**config.mk**
```make
export PLATFORM = sky130hd
export DESIGN_NAME = tacd_cordic_cell
export DESIGN_NICKNAME = d
export VERILOG_FILES = /design/src/rtl/tacd_pkg.sv /design/src/rtl/tacd_cordic_cell.sv
export SDC_FILE = /design/constraint.sdc
export NUM_CORES = 1
export LEC_CHECK = 0
export BUFFER_PORTS_ARGS = -buffer_cell sky130_fd_sc_hd__buf_2
export CORE_UTILIZATION = 30
export DETAILED_ROUTE_END_ITERATION = 12
export PLACE_DENSITY_LB_ADDON = 0.25
export SLEW_MARGIN = 40
export SYNTH_ARGS = -nofsm -noshare
export SYNTH_HDL_FRONTEND = slang
export SYNTH_SLANG_ARGS = --single-unit
```
**constraint.sdc**
```tcl
create_clock -name clk -period 2.56 [get_ports clk]
set_input_delay 0.128 -clock clk [delete_from_list [all_inputs] [get_ports clk]]
set_output_delay 0.128 -clock clk [all_outputs]
set_load 0.05 [all_outputs]
```
**src/rtl/tacd_pkg.sv**
```systemverilog
// ----------------------------------------------------------------------------
// Tilt angle change detector package
// Shared widths, codes, the CORDIC word type and the arctangent table.
// ----------------------------------------------------------------------------
package tacd_pkg;

  localparam int CORDIC_STEPS_DEF = 16;
  localparam int ANGLE_FRAC_DEF   = 8;
  localparam int TAB_FRAC         = 16;
  localparam int TAB_LEN          = 24;
  localparam int IN_SHIFT         = 14;
  localparam int DIFF_W           = 17;
  localparam int SQ_W             = 32;
  localparam int SUM_W            = 33;
  localparam int ROOT_W           = 31;
  localparam int XW               = 35;
  localparam int ZW               = 25;
  localparam int SAMPLE_W         = 16;
  localparam int DATA_IN_W        = 48;
  localparam int DATA_OUT_W       = 40;
  localparam int CFG_IDX_W        = 2;
  localparam int CFG_DATA_W       = 16;
  localparam int THR_W            = 8;
  localparam logic [THR_W-1:0] THR_RESET = 8'd5;

  typedef enum logic [CFG_IDX_W-1:0] {
    REG_OFFSET_X,
    REG_OFFSET_Y,
    REG_OFFSET_Z,
    REG_THRESHOLD
  } cfg_reg_t;

  typedef enum logic [2:0] {
    ST_IDLE,
    ST_SQUARE,
    ST_ROOT_START,
    ST_ROOT,
    ST_INJECT_X,
    ST_INJECT_Y,
    ST_DRAIN,
    ST_DONE
  } state_t;

  typedef struct packed {
    logic                 valid;
    logic                 tag;
    logic signed [XW-1:0] xs;
    logic signed [XW-1:0] ys;
    logic signed [ZW-1:0] z;
  } cordic_t;

  function automatic logic signed [ZW-1:0] atan_tab(input int i);
    case (i)
      0:       return 25'sd2949120;
      1:       return 25'sd1740967;
      2:       return 25'sd919879;
      3:       return 25'sd466945;
      4:       return 25'sd234379;
      5:       return 25'sd117304;
      6:       return 25'sd58666;
      7:       return 25'sd29335;
      8:       return 25'sd14668;
      9:       return 25'sd7334;
      10:      return 25'sd3667;
      11:      return 25'sd1833;
      12:      return 25'sd917;
      13:      return 25'sd458;
      14:      return 25'sd229;
      15:      return 25'sd115;
      16:      return 25'sd57;
      17:      return 25'sd29;
      18:      return 25'sd14;
      19:      return 25'sd7;
      20:      return 25'sd4;
      21:      return 25'sd2;
      22:      return 25'sd1;
      default: return 25'sd0;
    endcase
  endfunction

endpackage

```
**src/rtl/tacd_cordic_cell.sv**
```systemverilog
// ----------------------------------------------------------------------------
// Tilt angle change detector CORDIC cell
// One vectoring rotation with a fixed shift; hands its word on every cycle.
// ----------------------------------------------------------------------------
module tacd_cordic_cell #(
  parameter int STAGE = 0
) (
  input  logic              clk,
  input  logic              rst,
  input  tacd_pkg::cordic_t din,
  output tacd_pkg::cordic_t dout
);
  import tacd_pkg::*;

  logic                 valid;
  logic                 tag;
  logic signed [XW-1:0] xs;
  logic signed [XW-1:0] ys;
  logic signed [ZW-1:0] z;
  logic signed [XW-1:0] dx;
  logic signed [XW-1:0] dy;
  logic signed [ZW-1:0] ang;

  assign dx  = din.ys >>> STAGE;
  assign dy  = din.xs >>> STAGE;
  assign ang = atan_tab(STAGE);

  always_ff @(posedge clk) begin
    if (rst) begin
      valid <= 1'b0;
    end else begin
      valid <= din.valid;
    end
  end

  always_ff @(posedge clk) begin
    tag <= din.tag;
    if (!din.ys[XW-1]) begin
      xs <= din.xs + dx;
      ys <= din.ys - dy;
      z  <= din.z + ang;
    end else begin
      xs <= din.xs - dx;
      ys <= din.ys + dy;
      z  <= din.z - ang;
    end
  end

  assign dout = '{valid: valid, tag: tag, xs: xs, ys: ys, z: z};

endmodule

```
==> results of run 1 <==
## registers in the layout, indices dropped and copies added, names as in the netlist
name   count
ys        35
xs        34
z         25
valid      1
tag        1
## metal layers
layer | up-vias | wire [um] | global-route usage (%)
met5 | - | 0 | 0
met4 | 0 | 782 | 7.73
met3 | 53 | 2020 | 3.73
met2 | 355 | 14500 | 35.0
met1 | 4431 | 15000 | 28.6
li1 | 4782 | - | -
## synth_stat cells (8+ instances only)
cell / number
nand4_1: 18
nand2_1: 60
buf_2: 10
xnor2_1: 57
o21bai_1: 25
ha_1: 109
o31ai_1: 11
nor2b_1: 15
clkbuf_1: 26
nor3_1: 23
xor2_1: 11
nor2_1: 97
o211ai_1: 12
mux2i_1: 16
a21o_1: 33
o21a_1: 11
dfxtp_1: 96
o21ai_0: 74
inv_1: 112
nand3_1: 16
a31oi_1: 9
a21oi_1: 140
a211oi_1: 8
## metrics by stage
| stage | total power (uW) | cells | worst slack, ns |
|---|---|---|---|
| floorplan | 4290 | 1127 | 0.169 |
| global placement | 5620 | 1898 | -0.568 |
| detailed placement | 5620 | 1898 | -0.554 |
| CTS | 7170 | 1935 | 0.00126 |
| global route | 7560 | 1936 | -0.0362 |
| finish | 7180 | 1936 | 0.0317 |
## worst paths after layout
path	from	end	slack, ns	cells after the start
setup / recovery	din[60]	ys[32]$_DFF_P_	0.03	12
hold / removal	din[60]	ys[0]$_DFF_P_	0.03	3
## worst max-delay path, stage by stage
cell and delay (ns):
buf_8 0.10, ha_4 0.16, fa_2 0.37, and2b_1 0.19, o211ai_1 0.31, a21boi_2 0.17
o21ai_4 0.27, a31oi_4 0.14, a221o_2 0.44, a21boi_2 0.19, nor4_1 0.07, nor4bb_1 0.26
## cell type report
type	count	share of cell area [%]
clock inverter	6	0.637
inverter	118	3.62
tap	378	3.82
sequential	96	15.5
clock buffer	10	1.93
timing repair buffer	467	25.0
multi-input combinational	861	49.5
## cell families after synthesis
kind of cell / after synthesis
xor+xnor: 68
compound gates: 384
simple gates: 280
buf+inv: 170
fa+ha+maj: 113
mux: 16
flops: 96
## where the power goes
part / leakage [uW] / switching [uW] / internal [uW]
Combinational: 0.00519 / 2460 / 1320
Clock: 0.000148 / 701 / 799
Sequential: 0.000810 / 98.3 / 1790
Total: 0.00615 / 3260 / 3920
## what timing repair did
item	in CTS	in global routing
gates resized for setup	4	30
endpoints found under the setup margin	3	19
hold buffers	21	0
pin swaps	3	15
hold endpoints to repair	21	0
buffers inserted	0	2
==> impl_metrics.ini, run 1 <==
[layout]
final_cell_mix = buf_4, buf_2, a21oi_1
syn_to_final_growth_pct = 43.4
antenna_cells = 0
nFillCells = 2908
seqCellArea_sq_um = 1920
design_area_sq_um = 12400
multiInputGateArea_sq_um = 6130
drive_gt1_share_pct = 32.3
mostFrequentLayoutCell = buf_4
final_nets = 1765
finalCoreUtilization_pct = 44.2

[detailed_routing]
detail-route-antenna-nets = 0
remaining_drc_errors = 0
drt-initial-drc-count = 671
viasPerCell = 4.97
firstDrtPassIters = 5
num_vias = 9621
wire_per_inst_um = 16.7
postRouteWirelength_um = 32300

[clock_network]
htree_num_levels = 3
cts.path.max_buffers = 2
cts_tree = done
clockRootBuffer = clkbuf_16
clock-sinks = 96
clk_pin_slew_worst_paths_ns = 0.08
numCtsBuffers = 9

[yosys]
synth-compound-area-share_pct = 28.5
ys_ff_latch = 96
synth_top_family_by_area = compound AO/OA/AOI/OAI gates
synth_top_cell_area_share_pct = 22.3
synth_nets = 1339
synth-main-ff-cell = dfxtp_1
synth_top_area_cell = dfxtp_1
syn_area_sq_um = 8630
synth_edf_count = 0
yosys_warnings = 0
async_flop_share_pct = 0
ys_seq_area_share_pct = 22.3
synthAdderAreaFrac_pct = 16.7
synth-xor-area-share_pct = 6.90
synth-simple-area-share_pct = 15.6
synthCells = 1127
yosys-top-cells-area = dfxtp_1, ha_1, a21oi_1
synth_mux_area_share_pct = 1.86
avgSynthCellArea_sq_um = 7.66
ys_types = 83

[pwr]
powerDensity_nw_per_um2 = 580
ir_worst_vdd_mv = 0.294
leakagePower_uw = 0.00615

[timing]
whs_ns = 0.0270
max_freq_ghz = 0.396
final_hold_viol_count = 0
timing.final.crit_period_ns = 2.53
fin_crit_sh_pct = 98.8
fin_setup_tns_ns = 0
rsz0062_at_grt = true
relSlewSlack_pct = 54.3
setup_viol = 0
slew_viol_final = 0
worst_pin_slew_ns = 0.686

[floorplanning]
rows = 61
core_sq_um = 28000
fp.dieW_um = 172
initial_core_util_pct = 30.8
die-area_sq_um = 29400
ios = 196
die-height_um = 172

[placement]
placed_cell_area_sq_um = 11700
gp_congestion = 0.906
port_buffers = 195
hpwl_um = 26500

[setup_path]
worstPathArrival_ns = 2.82
crit_fanout = 4
start_kind = input port
endpoint_kind = register
cp.required_ns = 2.85
criticalPathCategory = in2reg

[global_route]
grt_start_max_net_pins = 61
grt_pass1_wl_um = 49000
grt_antenna_before_repair = 0
grt_pass1_vias = 9246
grt_usage_pct = 21.6
grt-ovfl-total = 0

[run_status]
outcome = complete, no violations

[hold_path]
hold_path_class = in2reg

[run]
max_cap_violations = 0
Power figures use the tool's default switching activity.
==> inputs of run 2 (changes only) <==
--- a/config.mk
+++ b/config.mk
@@ -5,7 +5,7 @@
 export SDC_FILE = /design/constraint.sdc
 export NUM_CORES = 1
 export LEC_CHECK = 0
-export BUFFER_PORTS_ARGS = -buffer_cell sky130_fd_sc_hd__buf_2
+export BUFFER_PORTS_ARGS = -buffer_cell sky130_fd_sc_hd__buf_4
 export CORE_UTILIZATION = 30
 export DETAILED_ROUTE_END_ITERATION = 12
 export PLACE_DENSITY_LB_ADDON = 0.25
==> impl_metrics.ini, run 2 (synthesis results as in run 1) <==
[layout]
antenna_cells = 0
syn_to_final_growth_pct = 47.7
largest_register_ffs = 35
drive_gt1_share_pct = 32.0
final_nets = 1753
largest_registers = ys: 35 flops, xs: 34 flops, z: 25 flops
mostFrequentLayoutCell = buf_4
final_cell_mix = buf_4, a21oi_1, inv_1
top_register = ys

[setup_path]
crit_path_start = din[26]
critPathSlowestCell = a221o_2
start_kind = input port
path_cells = buf_4 -> buf_6 -> fa_2 -> and2b_1 -> o211ai_1 -> a21boi_2 -> o21ai_4 -> a31oi_4 -> a221o_2 -> buf_4 -> a311oi_2 -> xor2_1
cpMostUsedCell = buf_4
endpoint_kind = register
crit_fanout = 4
cp_top_family = compound AO/OA/AOI/OAI gates
criticalPathCategory = in2reg
cp.required_ns = 2.86
crit_buf_inv = 3
slowest_delay_ns = 0.44
crit_cells = 12
worstPathArrival_ns = 2.78

[timing]
timing.final.crit_period_ns = 2.48
fin_setup_tns_ns = 0
slew_viol_final = 0
max_freq_ghz = 0.403
worst_pin_slew_ns = 0.701
whs_ns = 0.0343
final_hold_viol_count = 0
fin_crit_sh_pct = 97.0
rsz0062_at_grt = false
relSlewSlack_pct = 53.3
setup_viol = 0

[run]
max_cap_violations = 0

[detailed_routing]
drt-initial-drc-count = 744
remaining_drc_errors = 0
detail-route-antenna-nets = 0
viasPerCell = 5.00
num_vias = 9617
firstDrtPassIters = 5
wire_per_inst_um = 16.5
postRouteWirelength_um = 31800

[floorplanning]
die-area_sq_um = 29400
core_sq_um = 28000
initial_core_util_pct = 30.8
ios = 196
die-height_um = 172
fp.dieW_um = 172
rows = 61

[pwr]
powerDensity_nw_per_um2 = 573
ir_worst_vdd_mv = 0.352
leakagePower_uw = 0.00625

[placement]
gp_congestion = 0.925
port_buffers = 195
hpwl_um = 25800

[global_route]
grt_antenna_before_repair = 0
grt_pass1_vias = 9161
grt_pass1_wl_um = 47900
grt-ovfl-total = 0
grt_start_max_net_pins = 62
grt_usage_pct = 21.0

[clock_network]
cts_tree = done
clock-sinks = 96
clk_pin_slew_worst_paths_ns = 0.09
clockRootBuffer = clkbuf_16
numCtsBuffers = 9
cts.path.max_buffers = 2
htree_num_levels = 3

[hold_path]
worstHoldEndpoint = ys[0]$_DFF_P_
whs_path_depth = 3
min_from = din[60]
hold_path_class = in2reg

[run_status]
outcome = complete, no violations
==> run 2: cell count changes in the layout (fill, tap and decap cells not counted), sizes merged <==
| cell | before | now |
|---|---|---|
| inv | 115 | 118 |
| clkinvlp | 2 | 1 |
| buf | 446 | 434 |
| clkbuf | 10 | 9 |
| bufinv | 1 | 0 |
==> run 2: final cells by class <==
cell class / instances / area (sq um)
Clock buffer: 9 / 225
Clock inverter: 7 / 61.3
Fill cell: 2812 / 15300
Inverter: 118 / 448
Multi-Input combinational cell: 861 / 6140
Sequential cell: 96 / 1920
Tap cell: 378 / 473
Timing Repair Buffer: 455 / 3480
==> run 2: tightest hold or removal path, stage by stage <==
cell   delay (ns)
buf_6        0.09
ha_1         0.11
inv_1        0.03
==> run 2: how the worst max path moves through the flow <==
stage                           to
floorplan           xs[34]$_DFF_P_
detailed placement  ys[32]$_DFF_P_
finish              xs[32]$_DFF_P_
global route        ys[32]$_DFF_P_
global placement    ys[32]$_DFF_P_
CTS                 ys[32]$_DFF_P_
==> run 2: report_power, final <==
part	internal, uW	switching [uW]	total, uW
combinational	1520	2450	3970
clock	684	733	1420
sequential	1800	112	1910
==> run 2: repair_timing <==
action / in CTS / in global routing
setup buffers: 1 / 4
gates resized for setup: 4 / 28
pin swaps: 3 / 11
endpoints found under the hold margin: 21 / 0
setup endpoints to repair: 2 / 17
hold buffers: 21 / 0
==> run 2: through the flow <==
step | utilization [%] | setup slack [ns] | total power [uW] | std cells | area, sq um
floorplan | - | 0.169 | 4290 | 1127 | 8630
global placement | 43.1 | -0.439 | 5800 | 1882 | 12100
detailed placement | 43.1 | -0.493 | 5810 | 1882 | 12100
CTS | 45.0 | -0.0334 | 7280 | 1920 | 12600
global route | 45.5 | 0.0117 | 7680 | 1924 | 12700
finish | 45.5 | 0.0767 | 7300 | 1924 | 12700
==> run 2: layer usage <==
metal | part of all wire [%] | GRT usage [%]
met1 | 46 | 27.8
met2 | 46 | 35.3
met3 | 6.1 | 2.92
met4 | 1.7 | 5.63
met5 | 0 | 0
