<file path="src/rtl/tacd_pkg.sv">
// ----------------------------------------------------------------------------
// Tilt angle change detector package
// Shared widths, codes, the CORDIC word type and the arctangent table.
// ----------------------------------------------------------------------------
package tacd_pkg;

  localparam int CORDIC_STEPS_DEF = 16;
  localparam int ANGLE_FRAC_DEF   = 8;
  localparam int TAB_FRAC         = 16;
  localparam int TAB_LEN          = 24;
  localparam int IN_SHIFT         = 14;
  localparam int DIFF_W           = 17;
  localparam int SQ_W             = 32;
  localparam int SUM_W            = 33;
  localparam int ROOT_W           = 31;
  localparam int XW               = 35;
  localparam int ZW               = 25;
  localparam int SAMPLE_W         = 16;
  localparam int DATA_IN_W        = 48;
  localparam int DATA_OUT_W       = 40;
  localparam int CFG_IDX_W        = 2;
  localparam int CFG_DATA_W       = 16;
  localparam int THR_W            = 8;
  localparam logic [THR_W-1:0] THR_RESET = 8'd5;

  typedef enum logic [CFG_IDX_W-1:0] {
    REG_OFFSET_X,
    REG_OFFSET_Y,
    REG_OFFSET_Z,
    REG_THRESHOLD
  } cfg_reg_t;

  typedef enum logic [2:0] {
    ST_IDLE,
    ST_SQUARE,
    ST_ROOT_START,
    ST_ROOT,
    ST_INJECT_X,
    ST_INJECT_Y,
    ST_DRAIN,
    ST_DONE
  } state_t;

  typedef struct packed {
    logic                 valid;
    logic                 tag;
    logic signed [XW-1:0] xs;
    logic signed [XW-1:0] ys;
    logic signed [ZW-1:0] z;
  } cordic_t;

  function automatic logic signed [ZW-1:0] atan_tab(input int i);
    case (i)
      0:       return 25'sd2949120;
      1:       return 25'sd1740967;
      2:       return 25'sd919879;
      3:       return 25'sd466945;
      4:       return 25'sd234379;
      5:       return 25'sd117304;
      6:       return 25'sd58666;
      7:       return 25'sd29335;
      8:       return 25'sd14668;
      9:       return 25'sd7334;
      10:      return 25'sd3667;
      11:      return 25'sd1833;
      12:      return 25'sd917;
      13:      return 25'sd458;
      14:      return 25'sd229;
      15:      return 25'sd115;
      16:      return 25'sd57;
      17:      return 25'sd29;
      18:      return 25'sd14;
      19:      return 25'sd7;
      20:      return 25'sd4;
      21:      return 25'sd2;
      22:      return 25'sd1;
      default: return 25'sd0;
    endcase
  endfunction

endpackage

</file>
<file path="src/rtl/tacd_sqrt.sv">
// ----------------------------------------------------------------------------
// Tilt angle change detector square root
// Digit-by-digit integer square root of radicand * 2^28, one bit per cycle.
// ----------------------------------------------------------------------------
module tacd_sqrt (
  input  logic                        clk,
  input  logic                        rst,
  input  logic                        start,
  input  logic [tacd_pkg::SUM_W-1:0]  radicand,
  output logic [tacd_pkg::ROOT_W-1:0] root,
  output logic                        done
);
  import tacd_pkg::*;

  localparam int N_W    = 2 * ROOT_W;
  localparam int PAD_LO = 28;
  localparam int PAD_HI = N_W - SUM_W - PAD_LO;
  localparam int REM_W  = ROOT_W + 4;
  localparam int CNT_W  = $clog2(ROOT_W);

  logic [N_W-1:0]   nsh;
  logic [REM_W-1:0] rem;
  logic [CNT_W-1:0] cnt;
  logic             busy;
  logic [REM_W-1:0] rem_sh;
  logic [REM_W-1:0] trial;
  logic             ge;

  assign rem_sh = {rem[REM_W-3:0], nsh[N_W-1 -: 2]};
  assign trial  = REM_W'({root, 2'b01});
  assign ge     = rem_sh >= trial;

  always_ff @(posedge clk) begin
    if (rst) begin
      busy <= 1'b0;
      done <= 1'b0;
      cnt  <= '0;
    end else if (start) begin
      busy <= 1'b1;
      done <= 1'b0;
      cnt  <= '0;
    end else if (busy) begin
      cnt <= cnt + 1'b1;
      if (cnt == CNT_W'(ROOT_W - 1)) begin
        busy <= 1'b0;
        done <= 1'b1;
      end
    end
  end

  always_ff @(posedge clk) begin
    if (start) begin
      nsh  <= {{PAD_HI{1'b0}}, radicand, {PAD_LO{1'b0}}};
      rem  <= '0;
      root <= '0;
    end else if (busy) begin
      nsh  <= {nsh[N_W-3:0], 2'b00};
      rem  <= ge ? (rem_sh - trial) : rem_sh;
      root <= {root[ROOT_W-2:0], ge};
    end
  end

endmodule

</file>
<file path="config.mk">
export PLATFORM = sky130hd
export DESIGN_NAME = tacd_sqrt
export DESIGN_NICKNAME = d
export VERILOG_FILES = /design/src/rtl/tacd_pkg.sv /design/src/rtl/tacd_sqrt.sv
export SDC_FILE = /design/constraint.sdc
export NUM_CORES = 1
export LEC_CHECK = 0
export BUFFER_PORTS_ARGS = -buffer_cell sky130_fd_sc_hd__buf_2
export CORE_MARGIN = 8
export CORE_UTILIZATION = 59
export DETAILED_ROUTE_END_ITERATION = 6
export PLACE_DENSITY = 0.8
export RECOVER_POWER = 50
export SETUP_SLACK_MARGIN = 0.3
export SLEW_MARGIN = 40
export SYNTH_ARGS = -nofsm -noshare
export SYNTH_HDL_FRONTEND = slang
export SYNTH_SLANG_ARGS = --single-unit
export TNS_END_PERCENT = 10
</file>
<file path="constraint.sdc">
create_clock -name clk -period 3.4 [get_ports clk]
set_input_delay 0.17 -clock clk [delete_from_list [all_inputs] [get_ports clk]]
set_output_delay 0.17 -clock clk [all_outputs]
set_load 0.05 [all_outputs]
</file>
==> results of run 1 <==
-- routing by layer --
layer  global-route usage  wire, µm
met1               0.2329      6088
met5                    0         0
met2               0.3254      6482
met4              0.06886       201
met3              0.03998       669
-- where the power goes --
part / total [mW] / switching (mW) / leakage [nW] / internal [mW]
sequential: 1.52 / 0.0944 / 0.924 / 1.43
combinational: 2.26 / 1.27 / 1.64 / 0.990
clock: 0.749 / 0.470 / 0.0944 / 0.279
-- logic make-up (layout without fill, tap and decap cells) --
group / count (synthesis) / after routing
buf+inv: 82 / 137
mux: 74 / 74
fa+ha+maj: 35 / 35
compound gates: 157 / 157
simple gates: 190 / 190
flops: 105 / 105
xor+xnor: 31 / 31
-- path summary, 6_finish.rpt --
path                         startpoint  slack [ps]                     to  cells after the start
hold / removal              radicand[0]          80  nsh[28]$_SDFFCE_PN0P_                      2
setup reg to reg  root[12]$_SDFFE_PP0P_         370   rem[27]$_SDFFE_PP0P_                     11
hold reg to reg       done$_SDFFE_PP0P_         500      done$_SDFFE_PP0P_                      2
setup / recovery  root[12]$_SDFFE_PP0P_         370   rem[27]$_SDFFE_PP0P_                     11
-- worst reg2reg max path: stages (launching register included) --
cell and delay, ps:
dfxtp_1 380, inv_1 60, ha_1 380, a21oi_1 310
o21ai_0 170, a2111oi_0 470, nor2_1 80, a41o_1 290
a221oi_2 340, xnor2_1 170, mux2i_1 90, a211oi_1 220
-- stage by stage --
step	util	std cells	power (mW)
floorplan	-	674	3.248
global placement	0.6471	847	3.673
detailed placement	0.6471	847	3.719
CTS	0.6661	864	4.483
global route	0.6666	865	4.846
finish	0.6666	865	4.530
-- cell usage after synthesis, types with 3 or more instances --
library cell  number  share of area
o211ai_1           6         0.0073
xnor2_1           21          0.030
a21o_1             8         0.0097
clkbuf_1          28          0.017
mux2_2            31          0.057
or2_2              3         0.0030
and2_1             5         0.0051
nand2_1           33          0.020
nand2b_1           4         0.0041
and3_1             3         0.0030
nand3_1           10         0.0081
o22ai_1            4         0.0041
xor2_1            10          0.014
mux2i_1           43          0.070
o21a_1            11          0.013
nor2b_1            4         0.0041
ha_1              35          0.071
a31oi_1            4         0.0041
o21bai_1           5         0.0061
a21oi_1           47          0.038
buf_2              4         0.0032
and4_1             3         0.0043
nor2_1            99          0.060
nor3b_1            3         0.0037
edfxtp_1          33           0.16
nand4_1            8         0.0081
buf_1              5         0.0030
a211oi_1          31          0.038
o31ai_1            3         0.0037
nor3_1             6         0.0049
inv_1             45          0.027
o21ai_0           19          0.015
dfxtp_1           72           0.23
-- state kept, by name, summed over array words and instances, names as in the netlist --
register / flops
nsh: 34
busy: 1
root: 31
cnt: 5
done: 1
rem: 33
-- layout make-up --
type                       count  area [µm²]  area share
inverter                      45       168.9     0.02477
multi-input combinational    487        3486      0.5111
sequential                   105        2441      0.3579
tap                          136       170.2     0.02495
clock inverter                 7       55.05    0.008072
timing repair buffer          76       375.4     0.05504
clock buffer                   9       123.9     0.01816
-- repair_timing --
action | CTS | global route
gates cloned | 0 | 0
setup endpoints to repair | 3 | 23
hold buffers | 1 | 0
pin swaps | 0 | 2
setup buffers | 0 | 1
endpoints found under the hold margin | 1 | 0
gates resized for setup | 1 | 12
-- layout by cell type (no fill, tap or decap), drive strengths merged, types with 3 or more instances in the layout --
master / synthesis / routed
a21o: 8 / 8
nand4: 8 / 8
nand2b: 4 / 4
or2: 3 / 3
a2111oi: 4 / 4
o211ai: 6 / 6
edfxtp: 33 / 33
nand3: 10 / 10
xor2: 10 / 10
mux2i: 43 / 43
dfxtp: 72 / 72
xnor2: 21 / 21
nor2b: 4 / 4
nand2: 33 / 33
nor3b: 3 / 3
mux2: 31 / 31
o21a: 11 / 11
a31oi: 4 / 4
and4: 3 / 3
a21oi: 47 / 47
o21ai: 20 / 20
nor2: 99 / 99
inv: 45 / 50
a211oi: 31 / 31
buf: 9 / 41
clkbuf: 28 / 43
and3: 3 / 3
ha: 35 / 35
and2: 5 / 5
o31ai: 3 / 3
o22ai: 4 / 4
nor3: 7 / 7
o21bai: 5 / 5
==> metrics.csv, run 1 <==
stage;metric;value;unit
outcome;status;finished, final reports clean;
critical_path;cp-end-kind;flop;
placed_design;port_buffers;67;
critical_path;path_cells;inv_1, ha_1, a21oi_1, o21ai_0, a2111oi_0, nor2_1, a41o_1, a221oi_2, xnor2_1, mux2i_1, a211oi_1;
yosys;synth_fa_ha_area_frac;0.07101;
routing;first_iter_violations;253;
critical_path;critical_path.top_delay_family;compound AO/OA/AOI/OAI gates;
cts;htreeDepth;3;
yosys;netlist_area;6167;µm²
sta;fin_ws;367.1;ps
yosys;synth.distinct_cells;53;
cells_and_area;fillers;861;
yosys;synth_top_family_by_area;compound AO/OA/AOI/OAI gates;
flow_run;cap_violations;0;
cts;cts_buffers;9;
yosys;synth-simple-area-share;0.1396;
cells_and_area;syn_to_final_growth;10.59;%
sta;slew_headroom;0.3050;
placed_design;dp_hpwl;9.715;mm
critical_path;cp.required;3700;ps
sta;hold_viol;0;
yosys;ys_warn_count;0;
sta;fin_crit_sh;0.8920;
yosys;async_reset_ff_frac;0;
routing;drt-total-wl;13.44;mm
global_route;antenna_found_initial;0;
yosys;synth_edf_count;33;
cells_and_area;fin_nets;795;
cells_and_area;final_area;6820;µm²
critical_path;path_buf_inv;1;
yosys;ys.flop_type;dfxtp_1;
routing;detail-route-antenna-nets;0;
pwr;powerDensity;664.2;nW/µm²
sta;setup_tns;0;ps
critical_path;worst-setup-path-type;flop to flop;
routing;route.detailed.drc;0;
die;placementRows;37;
routing;drt-wirelength-per-cell;15.54;µm
cts;clk_pin_slew;100;ps
min_path;hold_path_class;input port to flop;
die;ios;68;
die;initial_utilization;0.6028;
global_route;grt_pass1_vias;4907;
yosys;syn_area_per_cell;9.150;µm²
cells_and_area;diodes;0;
placed_design;dpl-instance-area;6620;µm²
cts;cts_root_buf;clkbuf_8;
yosys;yosysSeqAreaShare;0.3944;
yosys;syn-num-nets;745;
critical_path;crit_path_start_kind;flop;
yosys;muxShareOfSynthArea;0.1264;
global_route;grtUsageTotal;0.1908;
sta;worst_pin_slew;1043;ps
sta;fin_worst_skew;15.77;ps
cells_and_area;drive_gt1_frac;0.1564;
cts;cts_tree;built;
global_route;overflow;0;
yosys;netlist_instances;674;
die;die_h;118.2;µm
sta;final-setup-viol-count;0;
cts;cts_buffer_depth;2;
pwr;power.leakage;2.656;nW
sta;fmax;329.7;MHz
routing;dr_total_vias;4939;
yosys;ys_seq_elements;105;
critical_path;crit_arrival;3330;ps
global_route;grt_max_degree;59;
sta;drv_slew;0;
placed_design;place_ws;299.6;ps
global_route;grt_first_pass_wirelength;22.74;mm
die;die_w;118.2;µm
die;dieArea;13980;µm²
pwr;ir_worst_vdd;0.0002991;V
sta;fin_hold_ws;77.97;ps
routing;avgViaCountPerCell;5.710;
sta;rsz0062_at_grt;true;
placed_design;gp_congestion;0.9314;
yosys;synth_xor_area_frac;0.04403;
sta;final.min_clock_period;3033;ps
die;core_region_area;10230;µm²
critical_path;cp_max_fo;7;
cts;cts.sinks;105;
cts;worstSkewPairLatency;380;ps
critical_path;cpPeakStageDelay;470;ps
yosys;synth-compound-area-share;0.1739;
critical_path;cp_slowest_cell;a2111oi_0;
routing;drt_first_pass_iters;5;
Note: power is estimated with default switching activity, not from simulation.
==> run 2: changes to the inputs <==
--- a/config.mk
+++ b/config.mk
@@ -5,11 +5,12 @@
 export SDC_FILE = /design/constraint.sdc
 export NUM_CORES = 1
 export LEC_CHECK = 0
+export ABC_AREA = 1
 export BUFFER_PORTS_ARGS = -buffer_cell sky130_fd_sc_hd__buf_2
 export CORE_MARGIN = 8
-export CORE_UTILIZATION = 59
+export CORE_UTILIZATION = 60
 export DETAILED_ROUTE_END_ITERATION = 6
-export PLACE_DENSITY = 0.8
+export PLACE_DENSITY = 0.81
 export RECOVER_POWER = 50
 export SETUP_SLACK_MARGIN = 0.3
 export SLEW_MARGIN = 40
==> run 2 against run 1 <==
  * Cell area increased by 6.5%
  * Largest cell class unchanged
  * Synthesized cell count increased by 50%
  * Die area increased by 5.9%
  * The flow now finishes with violations (max-capacitance violations, max-slew violations)
  * Highest routed layer unchanged
  * Count of clock-buffer cells in the layout increased by 1
  * Hold slack got worse by 51 ps
  * Sequential share of layout area decreased by 2.3 points
==> metrics.csv, run 2 <==
stage;metric;value;unit;change
outcome;status;complete, but fails checks;;was finished, final reports clean
outcome;violations;max-capacitance violations, max-slew violations;;
cts;cts_tree;built;;unchanged
die;die_h;121.7;µm;was 118.2 µm
critical_path;path_cells;buf_4, nor2_1, buf_4, inv_1, clkbuf_2;;was inv_1, ha_1, a21oi_1, o21ai_0, a2111oi_0, nor2_1, a41o_1, a221oi_2, xnor2_1, mux2i_1, a211oi_1
cts;cts_root_buf;clkbuf_8;;unchanged
min_path;hold_path_class;input port to flop;;unchanged
yosys;yosys-top-cells-area;dfxtp_1 22%, nand2_1 21%, edfxtp_1 15%;;was dfxtp_1 23%, edfxtp_1 16%, ha_1 7.1%
routing;drt-total-wl;18.22;mm;was 13.44 mm
yosys;yosysSeqAreaShare;0.3630;;was 0.3944
yosys;yosysMostFrequentCell;nand2_1;;was nor2_1
critical_path;critical_path.top_delay_family;buffers and inverters;;was compound AO/OA/AOI/OAI gates
global_route;grt_pass1_vias;6036;;was 4907
routing;detail-route-antenna-nets;0;;unchanged
sta;slew_headroom;-0.2714;;was 0.3050
yosys;synth_commonest_cells;366 x nand2_1, 139 x inv_1, 103 x nor2_1, 72 x dfxtp_1, 65 x nand3_1;;was 99 x nor2_1, 72 x dfxtp_1, 47 x a21oi_1, 45 x inv_1, 43 x mux2i_1
sta;fmax;375.0;MHz;was 329.7 MHz
routing;drt-wirelength-per-cell;15.03;µm;was 15.54 µm
yosys;ys_seq_elements;105;;unchanged
cells_and_area;drive_gt1_frac;0.07836;;was 0.1564
sta;drv_slew;109;;was 0
cells_and_area;layout_commonest_cell;nand2_1;;was nor2_1
die;dieArea;14810;µm²;was 13980 µm²
sta;hold_viol;0;;unchanged
critical_path;worst-setup-path-type;flop to flop;;unchanged
global_route;antenna_found_initial;0;;unchanged
routing;avgViaCountPerCell;5.351;;was 5.710
placed_design;dp_hpwl;13.68;mm;was 9.715 mm
critical_path;cpMostUsedCell;buf_4;;
global_route;grtUsageTotal;0.2499;;was 0.1908
sta;worst_pin_slew;1907;ps;was 1043 ps
routing;drt_first_pass_iters;6;;was 5
yosys;yosysTopAreaCell;dfxtp_1;;unchanged
die;ios;68;;unchanged
global_route;overflow;0;;unchanged
yosys;syn_area_per_cell;6.615;µm²;was 9.150 µm²
min_path;hold_start;radicand[1];;was radicand[0]
critical_path;crit_arrival;2680;ps;was 3330 ps
critical_path;cpPeakStageDelay;1120;ps;was 470 ps
critical_path;cp_max_fo;65;;was 7
die;placementRows;38;;was 37
die;die_w;121.7;µm;was 118.2 µm
cells_and_area;fin_nets;1138;;was 795
cells_and_area;fillers;1070;;was 861
cts;cts_buffers;9;;unchanged
yosys;yosysTopAreaCellShare;0.2151;;was 0.2337
global_route;grt_max_degree;66;;was 59
yosys;netlist_instances;1013;;was 674
cts;cts_buffer_depth;2;;unchanged
cells_and_area;mostFrequentLayoutCells;366 x nand2_1, 139 x inv_1, 102 x nor2_1;;was 99 x nor2_1, 65 x dfxtp_1, 47 x a21oi_1
sta;final-setup-viol-count;0;;unchanged
routing;route.detailed.drc;0;;unchanged
placed_design;port_buffers;67;;unchanged
cells_and_area;largest_reg_flops;34;;unchanged
critical_path;reg2reg_from;busy$_SDFF_PP0_;;was root[12]$_SDFFE_PP0P_
critical_path;path_buf_inv;4;;was 1
cts;cts.sinks;105;;unchanged
placed_design;gp_congestion;1.012;;was 0.9314
global_route;grt_first_pass_wirelength;29.68;mm;was 22.74 mm
die;initial_utilization;0.6155;;was 0.6028
cts;htreeDepth;3;;unchanged
critical_path;crit_path_start_kind;flop;;unchanged
sta;fin_crit_sh;0.7843;;was 0.8920
critical_path;cp_slowest_cell;clkbuf_2;;was a2111oi_0
yosys;ys.flop_type;dfxtp_1;;unchanged
sta;setup_tns;0;ps;unchanged
yosys;syn-num-nets;1084;;was 745
critical_path;cp-end-kind;flop;;unchanged
yosys;netlist_area;6701;µm²;was 6167 µm²
cells_and_area;syn_to_final_growth;8.402;%;was 10.59%
die;core_region_area;10890;µm²;was 10230 µm²
sta;final.min_clock_period;2666;ps;was 3033 ps
cells_and_area;regMostFlops;nsh;;unchanged
sta;fin_worst_skew;14.29;ps;was 15.77 ps
critical_path;startpoint;busy$_SDFF_PP0_;;was root[12]$_SDFFE_PP0P_
cts;worstSkewPairLatency;400;ps;was 380 ps
cells_and_area;top_regs;nsh x34, rem x33, root x31;;unchanged
yosys;async_reset_ff_frac;0;;unchanged
cts;clk_pin_slew;110;ps;was 100 ps
yosys;synth.distinct_cells;43;;was 53
routing;dr_total_vias;6486;;was 4939
cts;post_cts_resized;0;;was 1
flow_run;cap_violations;2;;was 0
critical_path;cp.required;3410;ps;was 3700 ps
cells_and_area;diodes;0;;unchanged
yosys;ys_warn_count;0;;unchanged
routing;first_iter_violations;512;;was 253
sta;rsz0062_at_grt;false;;was true
yosys;synth_edf_count;33;;unchanged
-- run 2: per-stage QoR --
| step | instances | worst slack [ps] | cell area, µm² | utilization | hold WS (ps) |
|---|---|---|---|---|---|
| after floorplan | 1013 | 925.7 | 6701 | - | 248.5 |
| after CTS | 1212 | 881.5 | 7312 | 0.6716 | 5.617 |
| after global placement | 1195 | 908.8 | 7107 | 0.6527 | 353.3 |
| final | 1212 | 733.5 | 7264 | 0.6672 | 26.62 |
| after detailed placement | 1195 | 913.3 | 7109 | 0.6530 | 371.0 |
| after global routing | 1212 | 557.5 | 7264 | 0.6672 | 10.14 |
-- run 2: worst register-to-register path: stages (launching register included) --
cell and delay, ps:
dfxtp_1 350, buf_4 400, nor2_1 100, buf_4 210, inv_1 70, clkbuf_2 1120
-- run 2: cell type report --
type / instances / area (µm²) / area share
clock buffer: 10 / 127.6 / 0.01757
clock inverter: 6 / 65.06 / 0.008956
inverter: 147 / 551.8 / 0.07596
multi-input combinational: 730 / 3570 / 0.4914
sequential: 105 / 2432 / 0.3348
tap: 140 / 175.2 / 0.02411
timing repair buffer: 74 / 342.8 / 0.04719
-- run 2: what timing repair did --
| action | in CTS | in global routing |
|---|---|---|
| hold buffers | 1 | 0 |
| endpoints found under the hold margin | 1 | 0 |
| buffers inserted | 0 | 0 |
-- run 2: path summary, 6_finish.rpt --
| path | to | slack, ps | cells past startpoint |
|---|---|---|---|
| setup / recovery | nsh[32]$_DFFE_PP_ | 730 | 5 |
| hold / removal | nsh[29]$_SDFFCE_PN0P_ | 30 | 3 |
| setup reg to reg | nsh[32]$_DFFE_PP_ | 730 | 5 |
| hold reg to reg | rem[31]$_SDFFE_PP0P_ | 470 | 2 |
-- run 2: cells by family after synthesis --
group	count (synthesis)	synth area share
and+or+nand+nor	587	0.3701
AOI/OAI and AO/OA	104	0.09167
DFF	105	0.3630
adders and majority gates	35	0.06535
buffers and inverters	178	0.1047
xor gates and xnor gates	4	0.005229
-- run 2: layer usage --
metal | vias up | GRT usage | share of wire
li1 | 3323 | - | -
met1 | 2896 | 0.3288 | 0.45
met2 | 243 | 0.4023 | 0.46
met3 | 24 | 0.05090 | 0.067
met4 | 0 | 0.08250 | 0.024
met5 | - | 0 | 0
Power of run 2 is left out: the tool's default activity adds up to more than one toggle a clock period on the data nets, which glitch-free logic cannot reach.
